**config.mk**
```make
export PLATFORM = sky130hd
export DESIGN_NAME = rms_cell
export DESIGN_NICKNAME = d
export VERILOG_FILES = /design/src/hw/rtl/rms_pkg.sv /design/src/hw/rtl/rms_cell.sv
export SDC_FILE = /design/constraint.sdc
export NUM_CORES = 1
export LEC_CHECK = 0
export BUFFER_PORTS_ARGS = -buffer_cell sky130_fd_sc_hd__buf_2
export CAP_MARGIN = 20
export CORE_ASPECT_RATIO = 0.8
export CORE_MARGIN = 1
export CORE_UTILIZATION = 42
export DETAILED_ROUTE_END_ITERATION = 16
export PLACE_DENSITY_LB_ADDON = 0.08
export SKIP_LAST_GASP = 1
export SLEW_MARGIN = 20
export SYNTH_ARGS = -nofsm -noshare
export SYNTH_HDL_FRONTEND = slang
export SYNTH_SLANG_ARGS = --single-unit
```
**constraint.sdc**
```tcl
create_clock -name clk -period 2.72 [get_ports clk]
set_input_delay 0.272 -clock clk [delete_from_list [all_inputs] [get_ports clk]]
set_output_delay 0.272 -clock clk [all_outputs]
set_load 0.1 [all_outputs]
```
**src/hw/rtl/rms_pkg.sv**
```systemverilog
package rms_pkg;

  localparam int CAPACITY   = 1024;
  localparam int SAMPLE_W   = 32;
  localparam int MED_W      = 33;
  localparam int COUNT_W    = 11;
  localparam int IDX_W      = (CAPACITY > 1) ? $clog2(CAPACITY) : 1;
  localparam int CNT_W      = $clog2(CAPACITY + 1);
  localparam int GRP_SIZE   = 32;
  localparam int GRP_W      = $clog2(GRP_SIZE);
  localparam int NGROUP     = (CAPACITY + GRP_SIZE - 1) / GRP_SIZE;
  localparam int NGRP_W     = (NGROUP > 1) ? $clog2(NGROUP) : 1;
  localparam int SEL_W      = NGRP_W + GRP_W;
  localparam int IN_DATA_W  = 32;
  localparam int OUT_DATA_W = 48;
  localparam int OUT_PAD_W  = OUT_DATA_W - MED_W - COUNT_W - 1;

  typedef logic signed [SAMPLE_W-1:0] sample_t;

  typedef enum logic [1:0] {
    ST_IDLE,
    ST_GRP,
    ST_FIN
  } state_t;

  typedef struct packed {
    logic in_tready;
    logic grp_en;
    logic out_load;
  } ctrl_t;

endpackage

```
**src/hw/rtl/rms_cell.sv**
```systemverilog
module rms_cell (
  input  logic                                 clk,
  input  logic                                 ins,
  input  rms_pkg::sample_t                     sample,
  input  logic             [rms_pkg::IDX_W-1:0] idx,
  input  logic             [rms_pkg::CNT_W-1:0] eff_cnt,
  input  rms_pkg::sample_t                     left_val,
  input  logic                                 left_gt,
  output rms_pkg::sample_t                     val,
  output logic                                 gt
);

  rms_pkg::sample_t val_r;
  rms_pkg::sample_t val_nxt;
  logic             occ;

  // cell holds a stored sample when its place is below the count
  assign occ = rms_pkg::CNT_W'(idx) < eff_cnt;
  assign gt  = occ && (val_r > sample);
  assign val = val_r;

  always_comb begin
    val_nxt = val_r;
    if (left_gt) begin
      val_nxt = left_val;
    end else if (gt || !occ) begin
      val_nxt = sample;
    end
  end

  always_ff @(posedge clk) begin
    if (ins) begin
      val_r <= val_nxt;
    end
  end

endmodule

```
==> results of run 1 <==
-- final cells by class --
type	count	area (um2)	share of cell area
Tap cell	78	97.59	0.02925
Sequential cell	32	960.9	0.2880
Inverter	44	165.2	0.04949
Clock buffer	7	76.32	0.02287
Clock inverter	1	3.754	0.001125
Multi-Input combinational cell	173	1349	0.4042
Timing Repair Buffer	127	684.4	0.2051
-- cell families after synthesis --
kind of cell,after synthesis
buf+inv,51
fa+ha+maj,41
compound gates,66
flops,32
simple gates,65
mux,1
-- cell usage after synthesis, drive strengths merged, types with 3 or more instances --
master / number
a2111o: 3
a21oi: 15
clkbuf: 6
edfxtp: 32
ha: 41
inv: 44
nand2: 42
nand3: 5
nand4: 6
nor2: 3
o21ai: 36
-- metal layers --
layer,GRT usage,part of all wire
met5,0,0
met4,0.05926,0.010
met3,0.05714,0.072
met2,0.3166,0.44
met1,0.2504,0.47
-- worst max-delay path: stages (launching register included) --
cell and delay [ns]:
sky130_fd_sc_hd__edfxtp_1 0.44, sky130_fd_sc_hd__ha_4 0.24, sky130_fd_sc_hd__a21oi_1 0.14, sky130_fd_sc_hd__o21ai_1 0.11, sky130_fd_sc_hd__a211oi_2 0.25, sky130_fd_sc_hd__o211ai_1 0.14, sky130_fd_sc_hd__or4_1 0.51, sky130_fd_sc_hd__and3_4 0.17
sky130_fd_sc_hd__buf_12 0.16
-- what timing repair did --
item / 4_1_cts / 5_1_grt
pin swaps: 6 / 5
resized for setup: 3 / 6
buffers inserted: 3 / 1
setup endpoints to repair: 1 / 14
-- power groups by stage --
stage,Sequential [mW],Combinational [mW],Clock [mW]
after detailed placement,0.697,1.05,0
after global routing,0.698,1.15,0.385
after global placement,0.695,1.04,0
after floorplan,1.20,0.301,0
after CTS,0.686,1.07,0.357
final,0.688,1.08,0.346
-- stage by stage --
step                worst slack (ns)  instances
floorplan                    -0.3285        256
global placement             0.04400        450
detailed placement        -0.0002602        450
CTS                         0.008883        461
global route                -0.07038        462
finish                       0.01160        462
-- worst max-delay path by stage --
| stage | start | cells past startpoint | end | slack (ns) |
|---|---|---|---|---|
| 4_1_cts | val[26] | 8 | gt | 0.009 |
| 5_1_grt | val[29] | 8 | gt | -0.07 |
| 3_3_place_gp | idx[5] | 9 | val[8] | 0.04 |
| 6_report | val[17] | 8 | gt | 0.01 |
| 3_5_place_dp | idx[5] | 9 | val[5] | -0.0003 |
| 2_1_floorplan | val[5] | 7 | val[0] | -0.33 |
==> flow_summary.json, run 1 <==
{
  "outcome": "finished with violations",
  "violations": "DRC",
  "tritoncts": "built",
  "synth_top_family_by_area": "adder cells",
  "swShare": 0.4791,
  "worst_r2r_startpoint": "val[31]",
  "synth.area.top_cells": "sky130_fd_sc_hd__edfxtp_1, sky130_fd_sc_hd__ha_1, sky130_fd_sc_hd__o21ai_0",
  "cts_buffer_depth": 2,
  "cellInternalPower_mw": 1.101,
  "largest_register_ffs": 32,
  "finalInstanceArea_um2": 3337,
  "synthesis.nets": 385,
  "final_core_util": 0.6140,
  "worstSetupPathType": "reg -> out",
  "power.combinational.fraction": 0.511,
  "areaGrowthSynthToFinish_pct": 40.59,
  "detail_route.iter0.violations": 132,
  "totalNegativeSetupSlack_ns": 0,
  "die_height_um": 69.24,
  "dpl.hpwl_um": 4438,
  "starting_density_of_the_core": 0.4367,
  "fin_worst_hold_slack_ns": 0.2680,
  "timing.max_cap.violations": 0,
  "fin_crit_sh": 0.9957,
  "maxSlewViolCount": 0,
  "async_reset_ff_frac": 0,
  "wl_um": 5562,
  "netSwitchingPower_mw": 1.012,
  "fmax_mhz": 369.2,
  "drt_drc_violations_left": 1,
  "antenna_violating_nets_post_route": 0,
  "nNetsFinal": 512,
  "cell_area_placed_um2": 3164,
  "cts_root_buffer": "sky130_fd_sc_hd__clkbuf_8",
  "post_drt_via_cell_ratio": 4.788,
  "netlist.top_cell.by_area": "sky130_fd_sc_hd__edfxtp_1",
  "cellPowerDensity_nw_per_um2": 633.3,
  "tot_gr_track_use": 0.1949,
  "ys_seq_elements": 32,
  "ff2ff_path_depth": 9,
  "xor_xnor_fraction_of_synth_area": 0,
  "worstPathMaxFanout": 2,
  "global_route_wire_length_before_repair_um": 9135,
  "postSynth.topFlopCell": "sky130_fd_sc_hd__edfxtp_1",
  "cts_htree_levels": 2,
  "setup_viol": 0,
  "fin_skew_ns": 0.006434,
  "chip_width_um": 86.05,
  "worst_setup_hold_path_clk_slew_ns": 0.07,
  "grt_max_degree": 64,
  "p_total_mw": 2.113,
  "port-buffer-count": 120,
  "worst_setup_path_start_kind": "register",
  "clock_power_share": 0.164,
  "cts_inserted_buffers": 5,
  "placeableCoreArea_um2": 5435,
  "final_period_minus_worst_setup_slack_ns": 2.708,
  "critPathRequiredTime_ns": 2.45,
  "power.leakage_nw": 1.679,
  "synth_cell_types": 32,
  "worstSkewPairLatency_ns": 0.28,
  "synth-compound-area-share": 0.1645,
  "r2r_slack_ns": 0.12,
  "hold_path_end": "val[18]",
  "synthDominantCellAreaShare": 0.4048,
  "drt_pass1_iterations": 11,
  "globalRoute.totalOverflow": 0,
  "nFillCells": 525,
  "synth.yosys.warnings": 0,
  "tightest_slew_ns": 0.5217,
  "finalWeightedCongestion": 0.8043,
  "grt_antenna_before_repair": 0,
  "rsz_0062_raised_after_global_routing": "yes",
  "yosys.area_share.simple": 0.1292,
  "routedWlPerCell_um": 12.04,
  "fp.dieArea_um2": 5958,
  "ir_drop_uv": 333.6,
  "cts_hold_buffers": 0,
  "timing.rr.end": "val[4]",
  "worst_hold_path_type": "in -> reg",
  "post_synth_inst_count": 256,
  "layout.cells.most_common": "sky130_fd_sc_hd__buf_2",
  "synth-edff-count": 32,
  "yosys-mux-area-fraction": 0.004744,
  "synth-adder-area-share": 0.2161,
  "synthesis.area_um2": 2374,
  "fp-row-count": 24,
  "grt_pass1_vias": 2158,
  "count_of_inserted_antenna_diode_cells": 0,
  "final_hold_viol_count": 0,
  "timing.hold.worst_path_depth": 3,
  "worst_hold_start": "left_val[18]",
  "via_count": 2212,
  "clock_sink_count": 32,
  "share_of_synthesized_area_occupied_by_flip_flops_and_latches": 0.4048,
  "ios": 121,
  "cp_data_arrival_time_ns": 2.44,
  "most-common-layout-cells": "sky130_fd_sc_hd__buf_2, sky130_fd_sc_hd__inv_1, sky130_fd_sc_hd__nand2_1",
  "post_synth.cell_area_avg_um2": 9.272,
  "seq_power_share": 0.325,
  "max_slew_headroom": 0.6522,
  "end_kind": "primary output",
  "final_layout_size_suffix_gt1_frac": 0.3880
}
No activity file was read; power rests on OpenSTA's default activity.
==> run 2, diff against run 1 <==
--- a/config.mk
+++ b/config.mk
@@ -7,7 +7,7 @@
 export LEC_CHECK = 0
 export BUFFER_PORTS_ARGS = -buffer_cell sky130_fd_sc_hd__buf_2
 export CAP_MARGIN = 20
-export CORE_ASPECT_RATIO = 0.8
+export CORE_ASPECT_RATIO = 0.6
 export CORE_MARGIN = 1
 export CORE_UTILIZATION = 42
 export DETAILED_ROUTE_END_ITERATION = 16
==> run 2 against run 1 <==
  * The run now ends clean
  * Global-route usage rose by 0.20 points
  * Hold slack improved by 0.0083 ns
  * Critical path depth did not move
  * Final area rose by 0.30%
  * Flip-flop and latch count did not move
  * Critical endpoint unchanged
  * Largest cell class unchanged
==> flow_summary.json, run 2 (synthesized netlist as in run 1, its figures left out) <==
{
  "outcome": "finished, final reports clean",
  "cellPowerDensity_nw_per_um2": 632.5,
  "clock_sink_count": 32,
  "detail_route.iter0.violations": 103,
  "cts_inserted_buffers": 5,
  "timing.max_cap.violations": 0,
  "final_layout_size_suffix_gt1_frac": 0.4052,
  "cts_hold_buffers": 0,
  "global_route_wire_length_before_repair_um": 8880,
  "rsz_0062_raised_after_global_routing": "yes",
  "timing.hold.worst_path_depth": 3,
  "antenna_violating_nets_post_route": 0,
  "largest_register_ffs": 32,
  "finalInstanceArea_um2": 3347,
  "tot_gr_track_use": 0.1969,
  "chip_width_um": 99.05,
  "wl_um": 5837,
  "drt_pass1_iterations": 4,
  "max_slew_headroom": 0.6687,
  "ios": 121,
  "finalWeightedCongestion": 0.7475,
  "tritoncts": "built",
  "starting_density_of_the_core": 0.4517,
  "cp_data_arrival_time_ns": 2.38,
  "most-common-layout-cells": "sky130_fd_sc_hd__buf_2, sky130_fd_sc_hd__inv_1, sky130_fd_sc_hd__nand2_1",
  "worstPathMaxFanout": 3,
  "power.leakage_nw": 1.684,
  "worst_hold_path_type": "in -> reg",
  "fin_crit_sh": 0.9764,
  "tightest_slew_ns": 0.5003,
  "cts_root_buffer": "sky130_fd_sc_hd__clkbuf_8",
  "ff2ff_path_depth": 9,
  "setup_viol": 0,
  "placeableCoreArea_um2": 5255,
  "r2r_slack_ns": 0.13,
  "via_count": 2218,
  "fmax_mhz": 376.5,
  "fin_skew_ns": 0.004517,
  "nNetsFinal": 514,
  "dpl.hpwl_um": 4758,
  "die_height_um": 60.23,
  "grt_antenna_before_repair": 0,
  "worstSkewPairLatency_ns": 0.28,
  "startpoint": "val[30]",
  "worst_setup_hold_path_clk_slew_ns": 0.06,
  "post_drt_via_cell_ratio": 4.918,
  "hold_path_end": "val[7]",
  "final-instance-count-excl-fill": 451,
  "globalRoute.totalOverflow": 0,
  "worst_hold_start": "left_val[7]",
  "nFillCells": 462,
  "grt_max_degree": 34,
  "final_hold_viol_count": 0,
  "placed_cells": 439,
  "maxSlewViolCount": 0,
  "worstSetupPathType": "reg -> out",
  "layout.cells.most_common": "sky130_fd_sc_hd__buf_2",
  "cell_area_placed_um2": 3144,
  "fp.dieArea_um2": 5966,
  "ir_drop_uv": 327.5,
  "cts_buffer_depth": 2,
  "cts_htree_levels": 2,
  "p_total_mw": 2.117,
  "worst_setup_path_start_kind": "register",
  "final_period_minus_worst_setup_slack_ns": 2.656,
  "timing.rr.end": "val[28]",
  "port-buffer-count": 120,
  "count_of_inserted_antenna_diode_cells": 0,
  "worst_r2r_startpoint": "val[30]",
  "end_kind": "primary output",
  "routedWlPerCell_um": 12.94,
  "drt_drc_violations_left": 0,
  "fp-row-count": 20,
  "areaGrowthSynthToFinish_pct": 41.01,
  "grt_pass1_vias": 1978,
  "critPathRequiredTime_ns": 2.45
}
## run 2: cell count changes in the layout (fill, tap and decap cells not counted), sizes merged
cell    delta
buf        +2
clkinv     +1
clkbuf     -2
## run 2: metal layers
layer / routed length (um) / vias to the layer above / share of wire / global-route usage
li1: - / 1163 / - / -
met3: 405 / 4 / 0.069 / 0.05497
met2: 2350 / 83 / 0.40 / 0.3127
met1: 3052 / 968 / 0.52 / 0.2725
met5: 0 / - / 0 / 0
met4: 28 / 0 / 0.0048 / 0.03782
## run 2: worst max-delay path by stage
stage	to	cells after the start	slack, ns
after floorplan	val[0]	7	-0.33
after global placement	val[24]	9	0.06
after detailed placement	val[27]	9	-0.02
after CTS	gt	8	0.01
after global routing	gt	8	-0.04
final	gt	8	0.06
## run 2: cell type report
cell class / count / area (um2) / share of cell area
Inverter: 44 / 165.2 / 0.04935
Multi-Input combinational cell: 173 / 1379 / 0.4120
Sequential cell: 32 / 960.9 / 0.2871
Clock inverter: 2 / 7.507 / 0.002243
Tap cell: 66 / 82.58 / 0.02467
Timing Repair Buffer: 129 / 683.2 / 0.2041
Clock buffer: 5 / 68.82 / 0.02056
## run 2: metrics by stage
| stage | util | hold slack, ns | setup slack [ns] | TNS (ns) |
|---|---|---|---|---|
| global placement | 0.5983 | 0.5547 | 0.06045 | 0 |
| floorplan | - | 0.4591 | -0.3285 | -10.72 |
| global route | 0.6369 | 0.2792 | -0.04190 | -0.1744 |
| detailed placement | 0.5983 | 0.5599 | -0.02020 | -0.4237 |
| finish | 0.6369 | 0.2763 | 0.06421 | 0 |
| CTS | 0.6183 | 0.2711 | 0.01034 | 0 |
## run 2: power by group
| group | switching [mW] | internal [mW] |
|---|---|---|
| clock network | 0.159 | 0.168 |
| logic | 0.811 | 0.286 |
| registers | 0.0489 | 0.643 |
## run 2: critical path: stages (launching register included)
cell and delay (ns):
sky130_fd_sc_hd__edfxtp_1 0.44, sky130_fd_sc_hd__ha_4 0.26, sky130_fd_sc_hd__nand4_1 0.18, sky130_fd_sc_hd__nor4_4 0.08
sky130_fd_sc_hd__a211oi_2 0.18, sky130_fd_sc_hd__o211ai_1 0.14, sky130_fd_sc_hd__or4_1 0.51, sky130_fd_sc_hd__and3_4 0.17
sky130_fd_sc_hd__buf_12 0.16
## run 2: repair_timing
item                                    CTS  global route
pin swaps                                 4            15
buffers inserted                          1             4
gates cloned                              0             0
endpoints found under the setup margin    1            33
gates resized for setup                   5             8
