## config.mk

```make
export PLATFORM = sky130hd
export DESIGN_NAME = rms_ctl
export DESIGN_NICKNAME = d
export VERILOG_FILES = /design/src/hw/rtl/rms_pkg.sv /design/src/hw/rtl/rms_ctl.sv
export SDC_FILE = /design/constraint.sdc
export NUM_CORES = 1
export LEC_CHECK = 0
export ABC_AREA = 1
export BUFFER_PORTS_ARGS = -buffer_cell sky130_fd_sc_hd__buf_2
export CAP_MARGIN = 20
export CELL_PAD_IN_SITES_DETAIL_PLACEMENT = 1
export CELL_PAD_IN_SITES_GLOBAL_PLACEMENT = 1
export CORE_AREA = 2 2 39 41
export CTS_CLUSTER_DIAMETER = 120
export CTS_CLUSTER_SIZE = 24
export DETAILED_ROUTE_END_ITERATION = 6
export DIE_AREA = 0 0 41 43
export PLACE_DENSITY = 0.33
export SLEW_MARGIN = 10
export SYNTH_ARGS = -nofsm -noshare
export SYNTH_HDL_FRONTEND = slang
export SYNTH_SLANG_ARGS = --single-unit
```

## constraint.sdc

```tcl
create_clock -name clk -period 0.8 [get_ports clk]
set_input_delay 0.08 -clock clk [delete_from_list [all_inputs] [get_ports clk]]
set_output_delay 0.08 -clock clk [all_outputs]
set_load 0.05 [all_outputs]
```

## src/hw/rtl/rms_pkg.sv

```systemverilog
package rms_pkg;

  localparam int CAPACITY   = 1024;
  localparam int SAMPLE_W   = 32;
  localparam int MED_W      = 33;
  localparam int COUNT_W    = 11;
  localparam int IDX_W      = (CAPACITY > 1) ? $clog2(CAPACITY) : 1;
  localparam int CNT_W      = $clog2(CAPACITY + 1);
  localparam int GRP_SIZE   = 32;
  localparam int GRP_W      = $clog2(GRP_SIZE);
  localparam int NGROUP     = (CAPACITY + GRP_SIZE - 1) / GRP_SIZE;
  localparam int NGRP_W     = (NGROUP > 1) ? $clog2(NGROUP) : 1;
  localparam int SEL_W      = NGRP_W + GRP_W;
  localparam int IN_DATA_W  = 32;
  localparam int OUT_DATA_W = 48;
  localparam int OUT_PAD_W  = OUT_DATA_W - MED_W - COUNT_W - 1;

  typedef logic signed [SAMPLE_W-1:0] sample_t;

  typedef enum logic [1:0] {
    ST_IDLE,
    ST_GRP,
    ST_FIN
  } state_t;

  typedef struct packed {
    logic in_tready;
    logic grp_en;
    logic out_load;
  } ctrl_t;

endpackage

```

## src/hw/rtl/rms_ctl.sv

```systemverilog
module rms_ctl (
  input  logic           clk,
  input  logic           rst_n,
  input  logic           in_tvalid,
  input  logic           out_valid,
  input  logic           out_tready,
  output rms_pkg::ctrl_t ctrl
);

  rms_pkg::state_t state_r, state_nxt;
  logic            out_free;

  assign out_free = !out_valid || out_tready;

  always_comb begin
    state_nxt = state_r;
    case (state_r)
      rms_pkg::ST_IDLE: begin
        if (in_tvalid) begin
          state_nxt = rms_pkg::ST_GRP;
        end
      end
      rms_pkg::ST_GRP: begin
        state_nxt = rms_pkg::ST_FIN;
      end
      rms_pkg::ST_FIN: begin
        if (out_free) begin
          state_nxt = in_tvalid ? rms_pkg::ST_GRP : rms_pkg::ST_IDLE;
        end
      end
      default: begin
        state_nxt = rms_pkg::ST_IDLE;
      end
    endcase
  end

  always_comb begin
    ctrl = '0;
    case (state_r)
      rms_pkg::ST_IDLE: begin
        ctrl.in_tready = 1'b1;
      end
      rms_pkg::ST_GRP: begin
        ctrl.grp_en = 1'b1;
      end
      rms_pkg::ST_FIN: begin
        ctrl.out_load  = out_free;
        ctrl.in_tready = out_free;
      end
      default: begin
        ctrl = '0;
      end
    endcase
  end

  always_ff @(posedge clk) begin
    if (!rst_n) begin
      state_r <= rms_pkg::ST_IDLE;
    end else begin
      state_r <= state_nxt;
    end
  end

endmodule

```

==> results of run 1 <==
per-layer routing:
metal	track usage, %	routed length, microns	vias up
met4	8.00	0	0
met1	5.10	127	56
met5	0	0	-
met2	5.31	136	7
li1	-	-	73
met3	4.71	36	0
final cells by class:
cell class / count / area (sq um) / area share (%)
inverters: 6 / 22.5 / 9.23
well taps: 16 / 20.0 / 8.21
multi-input cells: 10 / 65.1 / 26.7
clock buffers: 3 / 22.5 / 9.23
flip-flops and latches: 2 / 45.0 / 18.5
repair buffers: 8 / 68.8 / 28.2
power groups by stage:
| stage | combinational (mW) | clock (mW) | sequential [mW] |
|---|---|---|---|
| after global routing | 0.113 | 0.259 | 0.112 |
| after CTS | 0.103 | 0.242 | 0.112 |
| after global placement | 0.0835 | 0 | 0.114 |
| after detailed placement | 0.0843 | 0 | 0.114 |
| after floorplan | 0.0619 | 0 | 0.112 |
| final | 0.105 | 0.222 | 0.111 |
cell families after synthesis:
| group | count (synthesis) |
|---|---|
| and+or+nand+nor | 9 |
| DFF | 2 |
| AOI/OAI and AO/OA | 1 |
| buffers and inverters | 7 |
layout by cell type, fill, tap and decap left out, drive strengths merged:
cell    n
buf     8
inv     6
nand2   5
clkbuf  3
nor2    3
dfxtp   2
nor3    1
a21oi   1
worst reg2reg max path: cells and delay by family, from the launching register on:
kind | cells | cell delay (ns)
AOI/OAI and AO/OA | 1 | 0.12
buffers and inverters | 2 | 0.21
DFF | 1 | 0.31
and+or+nand+nor | 1 | 0.08
how the worst max path moves through the flow:
stage	to	slack (ns)	depth (start not counted)
floorplan	ctrl[0]	-0.08	1
global placement	ctrl[1]	-0.08	4
detailed placement	ctrl[1]	-0.08	4
CTS	ctrl[0]	-0.22	2
global route	ctrl[1]	-0.25	4
finish	ctrl[0]	-0.20	2
cell usage after synthesis:
cell	n	area [sq um]
sky130_fd_sc_hd__nand2_1	5	18.8
sky130_fd_sc_hd__nor3_1	1	5.00
sky130_fd_sc_hd__a21oi_2	1	8.76
sky130_fd_sc_hd__nor2_1	2	7.51
sky130_fd_sc_hd__inv_1	6	22.5
sky130_fd_sc_hd__dfxtp_1	2	40.0
sky130_fd_sc_hd__nor2_4	1	11.3
sky130_fd_sc_hd__buf_4	1	7.51
stage by stage:
step	power (mW)	setup WS [ns]	setup TNS (ns)	util, %
finish	0.438	-0.200	-0.534	17.6
global route	0.484	-0.254	-0.764	17.6
CTS	0.456	-0.223	-0.607	17.4
detailed placement	0.198	-0.0798	-0.189	13.7
global placement	0.197	-0.0779	-0.164	13.7
floorplan	0.174	-0.0768	-0.0888	-
repair_timing:
| item | 4_1_cts | 5_1_grt |
|---|---|---|
| pin swaps | 0 | 0 |
| resized for setup | 12 | 2 |
| setup buffers | 0 | 0 |
| setup endpoints to repair | 4 | 4 |
==> implementation parameters, run 1 <==
Parameter                              Value

Power and ir drop
  Sequential share of power    25.5%
  Power per unit of standard cell area    1790 mW/mm^2
  Cell-internal power    around 0.31 mW
  Comb power frac    23.9%
  Switching power summed over all nets    0.123 mW
  Static Leak    0.118 nW
  Worst VDD drop    0.549 mV
  Proportion of total power due to net switching    28.2%
  Clock power share    50.6%

Clock network
  Clock Root Buffer    sky130_fd_sc_hd__clkbuf_4
  Maximum clock path buffer count    2
  Sinks on the clock net    2
  Number of buffers created by CTS    3
  Number of hold buffers added after cts    0
  Clock tree from TritonCTS    done
  Insertion delay to the later sink of the worst-skew pair    between 0.2 and 0.25 ns
  H-Tree Depth    1
  Worst-path clk slew    0.03 ns

Setup path
  Data arrival time of the critical path    0.92 ns
  Setup slack of the most critical reg-to-reg path    about 0.01 ns
  Origin of the critical flop-to-flop path    state_r[1]
  Highest cell delay on the worst timing path    0.35 ns
  Critical path class    reg2out
  Endpoint required time on the critical path    0.72 ns
  Cell with the largest stage delay on the worst path    sky130_fd_sc_hd__dfxtp_4
  Worst reg-to-reg path cell count    4
  End of the worst register-to-register path    state_r[1]
  Worst-path cell chain    nor3_4 -> buf_6
  Largest fanout on the critical path    4
  Crit path buf inv count    1
  Launching instance or port of the critical path    state_r[0]
  Category of the worst setup path capture point    primary output
  Kind of cell adding the most delay to the critical path    flip-flops
  Element type at the critical path start    flop

Synthesis
  Post-synthesis xor/xnor area fraction    0%
  Netlist Area Pre-Place    121 sq um
  Dominant combinational cell family by area after synthesis    simple AND/OR/NAND/NOR gates
  Total nets after synthesis    24
  Syn Area/Cell    6.39 sq um
  Share of synthesized area occupied by flip-flops and latches    33.0%
  Number of instances in the synthesized netlist    19
  Number of register bits inferred by synthesis    2
  Share of synthesized area spent on multiplexers    0%
  Warnings, synthesis    0
  Synth Area in Compound Gates    7.22%
  Share of synthesized cell area in full adder, half adder and majority cells    0%
  Distinct cell type count of the synthesized netlist    8
  Simple logic cell fraction of the synthesized area    35.1%

Floorplan
  Height of the chip    around 43 microns
  Starting density of the core    just under 9%
  Number of core rows    14
  Die width    41 microns
  IO Count    8
  Standard cell core area    0.00138 sq mm
  Die Area    0.00176 sq mm

Route
  Drt first pass iters    2
  Post-detailed-route wirelength per cell    6.64 microns
  Routed Wire Length    approximately 300 microns
  Via Count    136
  Average via count per standard cell    between 3 and 4
  Drt initial violations    2
  Number of routed nets with antenna violations    0
  Total DRC errors in the routed layout    0

Layout
  Biggest registers after layout    state_r (2)
  Post-route design area    244 sq um
  Layout Cells excl Fill    45
  ANT cells    0
  Layout area overhead    101%
  Fillers    174
  Net count, final    36
  Number of flip-flops in the largest register    2
  Largest Register    state_r
  Proportion of layout cells with a drive suffix above 1    69.0%

STA
  Final critical-path share of the clock period    125%
  Min setup slack post-route    -0.200 ns
  Pin slew with the least headroom to its limit    around 0.13 ns
  Pins Over Slew Limit    0
  Setup repair after global routing missed its margin    true
  Number of setup violations in the final report    3
  Top achievable clock speed    1000 MHz
  Final Hold Viols    0
  Clock skew after layout    approximately 0.006 ns
  Hold Slack    0.0796 ns
  Post-layout min period    about 1 ns
  Max-Slew Margin vs Limit    between 90 and 100%

Min path
  Worst hold path stage count    3
  Min-Delay Path Class    in2reg
  Worst min-delay path endpoint    state_r[0]
  Hold path start    in_tvalid

Placed design
  PortBufs    7
  Placer Congestion    about 0.57
  Standard cell area after detailed placement    189 sq um
  Placed instance count    42
  Estimated wirelength of the detail-placed design    247 microns

Status
  Status    finished, violations left
  Violations in the final reports    setup timing

GRT
  Global route overflow    0
  GRT Total Usage    5.41%
  Number of antenna violations at the first check in global routing    0
  Number of global-route vias before repair    143
  First-pass GRT wire length    531 microns
  Maximum number of pins on one net before global-route repair    5

Run
  Max capacitance violation total    0
Power figures use the tool's default switching activity.
==> inputs of run 2 (changes only) <==
--- a/config.mk
+++ b/config.mk
@@ -16,6 +16,7 @@
 export DETAILED_ROUTE_END_ITERATION = 6
 export DIE_AREA = 0 0 41 43
 export PLACE_DENSITY = 0.33
+export SETUP_SLACK_MARGIN = 0.05
 export SLEW_MARGIN = 10
 export SYNTH_ARGS = -nofsm -noshare
 export SYNTH_HDL_FRONTEND = slang
==> run 2 against run 1 <==
Net effect: the run still ends with setup timing left; cell area is 10% higher; utilization is 1.8 points higher; first-iteration DRC count is 100% lower; worst hold slack worse by 0.012 ns; non-clock buffer count is 1 higher; critical endpoint is now ctrl[2].
==> implementation parameters, run 2 (synthesis gave the netlist of run 1 again) <==
Parameter                              Value

Run
  Max capacitance violation total    0 (unchanged)

STA
  Top achievable clock speed    987 MHz (-1.3%)
  Post-layout min period    1.01 ns (+0.0128 ns)
  Number of setup violations in the final report    3 (unchanged)
  Hold Slack    0.0677 ns (-0.0119 ns)
  Setup repair after global routing missed its margin    true
  Pin slew with the least headroom to its limit    0.138 ns (+0.00685 ns)
  Final Hold Viols    0 (unchanged)
  Pins Over Slew Limit    0 (unchanged)
  Clock skew after layout    0.000781 ns (-0.00515 ns)
  Min setup slack post-route    -0.213 ns (-0.0128 ns)
  Final critical-path share of the clock period    127% (+1.6 points)
  Max-Slew Margin vs Limit    90.8% (-0.45 points)

Status
  Status    finished, violations left
  Violations in the final reports    setup timing

Power and ir drop
  Total Power Consumption    0.448 mW (+2.3%)
  Clock power share    48.5% (-2.1 points)
  Power per unit of standard cell area    1670 mW/mm^2 (-7.2%)
  Switching power summed over all nets    0.125 mW (+1.7%)
  Sequential share of power    25.1% (-0.4 points)
  Proportion of total power due to net switching    28.0% (-0.19 points)
  Static Leak    0.124 nW (+5.8%)
  Comb power frac    26.4% (+2.5 points)
  Worst VDD drop    0.491 mV (-10%)
  Cell-internal power    0.322 mW (+2.6%)

Route
  Drt first pass iters    1 (-1)
  Drt initial violations    0 (-2)
  Post-detailed-route wirelength per cell    6.57 microns (-1.2%)
  Via Count    142 (+4.4%)
  Routed Wire Length    302 microns (+1.0%)
  Total DRC errors in the routed layout    0 (unchanged)
  Average via count per standard cell    3.09 (+2.1%)
  Number of routed nets with antenna violations    0 (unchanged)

Layout
  Net count, final    37 (+2.8%)
  Layout Cells excl Fill    46 (+2.2%)
  Layout area overhead    122%
  Top library cells by usage in the layout, fill and taps aside    sky130_fd_sc_hd__buf_2, sky130_fd_sc_hd__inv_2, sky130_fd_sc_hd__clkbuf_4
  Proportion of layout cells with a drive suffix above 1    80.0% (+11 points)
  Utilization after layout    19.4% (+1.8 points)
  Number of flip-flops in the largest register    2 (unchanged)
  Post-route design area    269 sq um (+10%)
  Fillers    172 (-1.1%)
  ANT cells    0 (unchanged)
  Flip-flop and latch area    45.0 sq um (unchanged)
  Largest Register    state_r
  Commonest non-fill, non-tap cell in the layout    sky130_fd_sc_hd__buf_2
  Biggest registers after layout    state_r (2)
  Area used by multi-input combinational logic    75.1 sq um (+15%)

Clock network
  H-Tree Depth    1 (unchanged)
  Clock tree from TritonCTS    done
  Sinks on the clock net    2 (unchanged)
  Clock Root Buffer    sky130_fd_sc_hd__clkbuf_4
  Maximum clock path buffer count    2 (unchanged)
  Worst-path clk slew    0.03 ns (about the same)
  Number of buffers created by CTS    3 (unchanged)
  Insertion delay to the later sink of the worst-skew pair    0.22 ns (about the same)

Placed design
  PortBufs    7 (unchanged)
  Placer Congestion    0.628 (+9.4%)
  Placed instance count    43 (+2.4%)
  Standard cell area after detailed placement    203 sq um (+7.3%)

GRT
  Number of global-route vias before repair    155 (+8.4%)
  Global route overflow    0 (unchanged)
  GRT Total Usage    5.22% (-0.19 points)
  Maximum number of pins on one net before global-route repair    5 (unchanged)
  First-pass GRT wire length    565 microns (+6.4%)
  Number of antenna violations at the first check in global routing    0 (unchanged)

Floorplan
  Die Area    0.00176 sq mm (unchanged)
  Starting density of the core    8.77% (unchanged)
  Height of the chip    43 microns (unchanged)
  IO Count    8 (unchanged)
  Standard cell core area    0.00138 sq mm (unchanged)
  Number of core rows    14 (unchanged)
  Die width    41 microns (unchanged)

Setup path
  Critical path class    reg2out
  Category of the worst setup path capture point    primary output
  Largest fanout on the critical path    2 (-2)
  Data arrival time of the critical path    0.93 ns (about the same)
  Element type at the critical path start    flop
  Setup slack of the most critical reg-to-reg path    0.03 ns (+0.02 ns)
  Endpoint required time on the critical path    0.72 ns (about the same)

Min path
  Min-Delay Path Class    in2reg
run 2: cell types whose count changed in the layout (fill, tap and decap cells not counted), sizes merged:
cell      before  now
buf            8    9
clkinvlp       0    1
inv            6    5
run 2: per-stage QoR:
step | TNS (ns) | worst slack (ns)
floorplan | -0.0768 | -0.0768
global placement | -0.211 | -0.0795
detailed placement | -0.235 | -0.0822
CTS | -0.689 | -0.232
global route | -0.819 | -0.288
finish | -0.570 | -0.213
run 2: power by group through the flow:
stage	Clock, mW	Combinational [mW]	Sequential, mW
2_1_floorplan	0	0.0659	0.112
3_3_place_gp	0	0.0921	0.114
3_5_place_dp	0	0.0926	0.113
4_1_cts	0.232	0.114	0.112
5_1_grt	0.247	0.127	0.114
6_report	0.217	0.118	0.112
run 2: layer usage:
layer	part of all wire, %	wire length (microns)	vias up	GRT usage (%)
li1	-	-	75	-
met1	39	117	61	6.09
met2	50	151	6	5.63
met3	11	33	0	3.14
met4	0	0	0	6.00
met5	0	0	-	0
run 2: worst max-delay path, cell delays in order, from the launching register on:
cell and delay, ns:
sky130_fd_sc_hd__dfxtp_2 0.32, sky130_fd_sc_hd__nand2_2 0.07, sky130_fd_sc_hd__nand2_4 0.09, sky130_fd_sc_hd__clkinvlp_4 0.08, sky130_fd_sc_hd__buf_8 0.15
run 2: timing repair:
action | in CTS | in global routing
cloned | 0 | 0
buffers inserted | 1 | 1
hold buffers | 0 | 0
gates resized for setup | 11 | 6
endpoints found under the hold margin | 0 | 0
pin swaps | 1 | 2
setup endpoints to repair | 4 | 5
run 2: worst paths after layout:
kind,startpoint,endpoint,cells after the start
max,state_r[1],ctrl[2],4
min,in_tvalid,state_r[0],3
max reg2reg,state_r[1],state_r[1],4
min reg2reg,state_r[0],state_r[1],3
run 2: layout make-up:
type	count	share of cell area, %
flip-flops and latches	2	16.7
well taps	16	7.44
clock buffers	3	8.37
inverters	6	9.77
repair buffers	9	29.8
multi-input cells	10	27.9
